### src/mdc_pkg.sv
// ----------------------------------------------------------------------------
// mdc_pkg : shared definitions for the 3D depth-first maze carver
// Grid constants, command/action/direction codes, FSM states and the
// neighbor-choice result struct.
// ----------------------------------------------------------------------------
`default_nettype none

package mdc_pkg;

  // Grid geometry (coordinates are 4-bit fields on the ports)
  localparam int MAX_SIDE  = 16;
  localparam int COORD_W   = 4;
  localparam int CELLS     = MAX_SIDE * MAX_SIDE * MAX_SIDE;
  localparam int ROWS      = MAX_SIDE * MAX_SIDE;
  localparam int ROW_W     = $clog2(ROWS);
  localparam int STK_AW    = $clog2(CELLS);
  localparam int DEPTH_W   = STK_AW + 1;
  localparam int SIDE_W    = 5;
  localparam int NUM_DIRS  = 6;
  localparam int NUM_GRP   = 5;   // map rows fetched per step
  localparam int RAND_W    = 16;

  // Input commands
  localparam logic CMD_START = 1'b0;
  localparam logic CMD_STEP  = 1'b1;

  // Result actions
  localparam logic [1:0] ACT_START  = 2'd0;
  localparam logic [1:0] ACT_CARVE  = 2'd1;
  localparam logic [1:0] ACT_BACK   = 2'd2;
  localparam logic [1:0] ACT_FINISH = 2'd3;

  // Carve directions
  localparam logic [2:0] DIR_PX = 3'd0;
  localparam logic [2:0] DIR_MX = 3'd1;
  localparam logic [2:0] DIR_PY = 3'd2;
  localparam logic [2:0] DIR_MY = 3'd3;
  localparam logic [2:0] DIR_PZ = 3'd4;
  localparam logic [2:0] DIR_MZ = 3'd5;

  // Map row fetch slots
  localparam logic [2:0] GRP_X  = 3'd0;
  localparam logic [2:0] GRP_PY = 3'd1;
  localparam logic [2:0] GRP_MY = 3'd2;
  localparam logic [2:0] GRP_PZ = 3'd3;
  localparam logic [2:0] GRP_MZ = 3'd4;

  // Control sequencer states
  typedef enum logic [2:0] {
    S_IDLE,
    S_CLEAR,
    S_RD,
    S_WAIT,
    S_PICK,
    S_CARVE,
    S_POP,
    S_DONE
  } state_t;

  // Outcome of the neighbor choice
  typedef struct packed {
    logic       any;   // at least one open neighbor
    logic [2:0] dir;   // chosen direction
  } pick_res_t;

endpackage

`default_nettype wire

### src/mdc_pick.sv
// ----------------------------------------------------------------------------
// mdc_pick : neighbor choice
// Registers the open-neighbor mask with the scaled random index
// (random * count) >> 16, then walks the mask to the chosen direction.
// ----------------------------------------------------------------------------
`default_nettype none

module mdc_pick (
  input  wire logic                       clk,
  input  wire logic                       load,
  input  wire logic [mdc_pkg::NUM_DIRS-1:0] avail,
  input  wire logic [mdc_pkg::RAND_W-1:0]   rnd,
  output mdc_pkg::pick_res_t              res
);
  import mdc_pkg::*;

  logic [NUM_DIRS-1:0] avail_r;
  logic [2:0]          pick_r;
  logic [2:0]          cnt;
  logic [RAND_W+2:0]   prod;

  // Count open neighbors and scale the random word
  always_comb begin
    cnt = 3'd0;
    for (int i = 0; i < NUM_DIRS; i++) begin
      cnt = cnt + {2'b00, avail[i]};
    end
    prod = {3'b000, rnd} * {{RAND_W{1'b0}}, cnt};
  end

  always_ff @(posedge clk) begin
    if (load) begin
      avail_r <= avail;
      pick_r  <= prod[RAND_W+2:RAND_W];
    end
  end

  // Find the pick_r-th set bit of the mask
  always_comb begin
    logic [2:0] seen;
    logic       hit;
    seen    = 3'd0;
    hit     = 1'b0;
    res.dir = DIR_PX;
    res.any = |avail_r;
    for (int d = 0; d < NUM_DIRS; d++) begin
      if (avail_r[d]) begin
        if (!hit && seen == pick_r) begin
          res.dir = 3'(d);
          hit     = 1'b1;
        end
        seen = seen + 3'd1;
      end
    end
  end

endmodule

`default_nettype wire

### config.mk
export PLATFORM = sky130hd
export DESIGN_NAME = mdc_pick
export DESIGN_NICKNAME = d
export VERILOG_FILES = /design/src/mdc_pkg.sv /design/src/mdc_pick.sv
export SDC_FILE = /design/constraint.sdc
export NUM_CORES = 1
export LEC_CHECK = 0
export BUFFER_PORTS_ARGS = -buffer_cell sky130_fd_sc_hd__buf_2
export CAP_MARGIN = 20
export CORE_MARGIN = 2
export CORE_UTILIZATION = 50
export CTS_BUF_LIST = sky130_fd_sc_hd__clkbuf_4 sky130_fd_sc_hd__clkbuf_8
export DETAILED_ROUTE_END_ITERATION = 8
export PLACE_DENSITY_LB_ADDON = 0.3
export SLEW_MARGIN = 20
export SYNTH_ARGS = -nofsm -noshare
export SYNTH_HDL_FRONTEND = slang
export SYNTH_SLANG_ARGS = --single-unit
### constraint.sdc
create_clock -name clk -period 7.4 [get_ports clk]
set_clock_uncertainty 0.2 [all_clocks]
set_input_delay 1.48 -clock clk [delete_from_list [all_inputs] [get_ports clk]]
set_output_delay 1.48 -clock clk [all_outputs]
set_load 0.1 [all_outputs]
# After elaboration in Yosys (flattened, before gate mapping)
# Cells that the tools add are included.
[word_totals] wordCells=54 output_inout_bits=4 register_bits=9
[op_classes] eq_ne=5 multipliers=1 n_mux=25 add_sub_neg=9 n_reduce_logical=12
[op_table] cell="$mux W3" count=12
[op_table] cell="$mul A16 B3 Y19" count=1
[op_table] cell="$eq A3 B3 Y1" count=5
[op_table] cell="$mux W1" count=13
[op_table] cell="$add A3 B1 Y3 const B" count=4
[op_table] cell="$add A3 B1 Y3" count=3
[op_table] cell="$reduce_or A6 Y1" count=1
[op_table] cell="$logic_and A1 B1 Y1" count=5
[op_table] cell="$logic_not A1 Y1" count=5
[op_table] cell="$add A2 B1 Y3" count=1
[op_table] cell="$logic_not A3 Y1" count=1
[op_table] cell="$add A1 B1 Y2" count=1

# Logic depth before layout (Yosys ltp)
[depth] word_depth=23 ltp_mapped=16

# Worst setup path before layout
# Ideal clock, no wire load.
[synth_path] kind="input to register" start="input port avail[0] (netlist name)" end="register pick_r[2] (data pin)" setup_time_ns=0.265 arrival_ns=5.571 required_ns=6.935 slack_ns=1.364 cell_stages=16 cell_sequence="fa_1 > inv_1 > fa_1 > inv_1 > ha_1 > fa_1 > clkbuf_1 > nand2_1 > fa_1 > inv_1 > ha_1 > and4b_1 > a221oi_2 > nor3_1 > o211a_1 > or3_1"
[synth_via] elab_chain_cells=6
[synth_lines] element="start, declared" line="mdc_pick.sv:11" rtl="input wire logic [mdc_pkg::NUM_DIRS-1:0] avail,"
[synth_lines] element="$add A1 B1 Y2" line="mdc_pick.sv:26" rtl="cnt = cnt + {2'b00, avail[i]};"
[synth_lines] element="$add A2 B1 Y3" line="mdc_pick.sv:26"
[synth_lines] element="$add A3 B1 Y3 (3 in series)" line="mdc_pick.sv:26"
[synth_lines] element="$mul A16 B3 Y19" line="mdc_pick.sv:28" rtl="prod = {3'b000, rnd} * {{RAND_W{1'b0}}, cnt};"
[synth_lines] element="net prod[18]" line="mdc_pick.sv:20" rtl="logic [RAND_W+2:0] prod;"
[synth_lines] element="end signal, assigned" line="mdc_pick.sv:34" rtl="pick_r <= prod[RAND_W+2:RAND_W];"
[synth_lines] element="end, declared" line="mdc_pick.sv:18" rtl="logic [2:0] pick_r;"
# The timed path passes the listed nets, and every way through them passes these cells.
# A chain may end at the register's enable or synchronous reset.

# Worst setup path after layout
# Ends and elaborated chain as after synthesis.

==> run_results.csv <==
group,metric,value,unit
grt,grt_pass1_vias,1593,
timing,fin_ws,1.23,ns
synthesis,synth_top_family_by_area,"adder cells",
layout,final_cells,300,
status,outcome,"completed",
layout,fillers,347,
synthesis,synth_fa_ha_area_frac,0.328,
grt,grt_max_degree,17,
worst_setup_path,slowest_delay,0.87,ns
timing,timing.hold.ws,1.24,ns
power_and_ir_drop,leakage,1.13,nW
clocking,holdBufCountCts,0,
layout,final_area,0.00212,mm2
layout,register_area,270,um2
timing,rsz0062_at_grt,"no",
timing,post-route-period-util,0.834,
layout,diodes,0,
die,die-width,65.8,um
route,wl_per_cell,12.3,um
synthesis,synthCells,228,
clocking,clock-sinks,9,
layout,multi_input_area,0.00147,mm2
clocking,numCtsBuffers,3,
timing,finalHoldViolations,0,
place,place_area,0.00207,mm2
clocking,cts_resized,0,
synthesis,synth_compound_area_frac,0.148,
worst_setup_path,crit_top_cell,"fa_1",
die,num_rows,22,
clocking,ctsHtreeMaxLevel,1,
synthesis,async_flop_share,0,
grt,globalRouteOverflowTotal,0,
synthesis,synth_nets,291,
route,drc,0,
clocking,post_cts_buffers,0,
worst_setup_path,end_kind,"flip-flop",
route,drtAntennaViolNets,0,
timing,relSlewSlack,0.603,
power_and_ir_drop,peakVddDrop,0.000111,V
worst_setup_path,crit_slowest_cell,"fa_1",
worst_setup_path,path_cells,"buf_2, fa_1, inv_1, fa_1, inv_1, ha_1, fa_1, nand2_1, fa_1, inv_1, ha_1, and4b_1, a221oi_2, nor3_1, o211a_1, or3_1",
place,place_ws,0.963,ns
place,port_buffers,27,
synthesis,synth_edf_count,9,
clocking,cts-root-buf,"clkbuf_8",
grt,grt_pass1_wl,6.73,mm
layout,final_layout_size_suffix_gt1_frac,0.159,
worst_setup_path,critPathMaxFanout,16,
synthesis,synth_most_common_cell,"nand2_1",
die,core,0.00366,mm2
die,die_y,65.8,um
die,start_util,0.521,
timing,finalSetupViolCount,0,
route,first_iter_violations,49,
timing,finalCriticalPeriod,6.17,ns
route,vias,1595,
place,routabilityCongestion,0.793,
synthesis,yosys_warnings,0,
route,dr.pass1.iters,4,
clocking,clockBufferDepth,2,
synthesis,synth_top_area_frac,0.178,
worst_setup_path,critical_path_class,"input pin to flip-flop",
synthesis,yosys-top-cells-count,"49 x nand2_1, 35 x inv_1, 22 x ha_1",
job,cap_violations,0,
worst_setup_path,worstPathArrival,5.95,ns
die,num_io_pins,28,
min_path,min_path_type,"input pin to flip-flop",
worst_setup_path,cpLargestDelayFamily,"adder cells",
place,placed_cells,296,
grt,grt_use_total,0.196,
worst_setup_path,worstPathRequired,7.17,ns
timing,fin_setup_tns,0,ns
place,dp_hpwl,3.07,mm
synthesis,yosys-mux-area-fraction,0.00525,
synthesis,synth_seq_area_share,0.142,
power_and_ir_drop,cellPowerDensity,250,mW/mm2
timing,drv_slew,0,
layout,synthToLayoutAreaGrowth,11.1,%
synthesis,synth_area,0.00191,mm2
route,routed_via_density,5.32,
timing,worst_pin_slew,0.595,ns
synthesis,synth_xor_area_frac,0.0702,
synthesis,ys_ff_latch,9,
synthesis,synth_area_per_cell,8.37,um2
synthesis,synthTopCellsByArea,"fa_1 18%, ha_1 14%, edfxtp_1 14%",
synthesis,yosys.area_share.simple,0.219,
die,dieArea,0.00433,mm2
timing,fmax,162,MHz
grt,grt_antenna_before_repair,0,
layout,layout.nets,316,
worst_setup_path,timing.critical_path.from_type,"input pin",
synthesis,yosysTopAreaCell,"fa_1",
synthesis,synthFlopType,"edfxtp_1",
worst_setup_path,cp.buffers_inverters,4,
synthesis,synth_cell_types,52,
clocking,tritoncts,"yes",
route,routed_wl,3.68,mm
clocking,clk_pin_slew,0.04,ns
worst paths after layout:
path | startpoint | to | cells past startpoint
setup / recovery | avail[0] | pick_r[2]$_DFFE_PP_ | 16
hold / removal | avail[4] | avail_r[4]$_DFFE_PP_ | 1
per-stage QoR:
step / utilization / total power [mW]
final: 0.579 / 0.530
after global routing: 0.579 / 0.593
after CTS: 0.579 / 0.535
after detailed placement: 0.566 / 0.474
after global placement: 0.566 / 0.466
after floorplan: - / 0.401
final cells by class:
type                            count  area share
Sequential cell                     9       0.128
Tap cell                           48      0.0283
Multi-Input combinational cell    176       0.694
Timing Repair Buffer               27      0.0638
Inverter                           36      0.0638
Clock buffer                        4      0.0230
cells by family after synthesis:
kind of cell,count (synthesis)
AO/OA/AOI/OAI,38
multiplexers,1
buffers and inverters,43
AND/OR/NAND/NOR,86
flip-flops,9
XOR/XNOR,11
adder cells (fa/ha/maj),40
metal layers:
layer | global-route usage | share of wire | wire, um
met5 | 0 | 0 | 0
met4 | 0.0521 | 0.011 | 42
met3 | 0.0153 | 0.016 | 58
met2 | 0.362 | 0.51 | 1870
met1 | 0.243 | 0.46 | 1710
power breakdown:
group          total, mW  switching (mW)  leakage, nW  internal, mW
sequential        0.0830          0.0165       0.0874        0.0665
combinational      0.388           0.231         1.02         0.157
clock             0.0593          0.0182       0.0262        0.0411
state kept, by name, summed over array words and instances (netlist names):
register and flops:
avail_r 6, pick_r 3
cell usage in the layout (no fill, tap or decap), types with 2 or more instances in the layout:
cell type	n
fa_1	17
o211ai_1	2
inv_1	35
edfxtp_1	9
buf_2	27
xnor2_1	5
nand2b_1	2
and2_1	4
nand3b_1	2
a21oi_1	12
nor3_1	3
and4_1	3
nand2_1	49
a21o_1	5
nor2_1	5
xor2_1	3
clkbuf_8	3
ha_1	22
o21a_1	2
o21ai_0	3
nand3_1	7
a32oi_1	2
No activity file was read; power rests on OpenSTA's default activity.
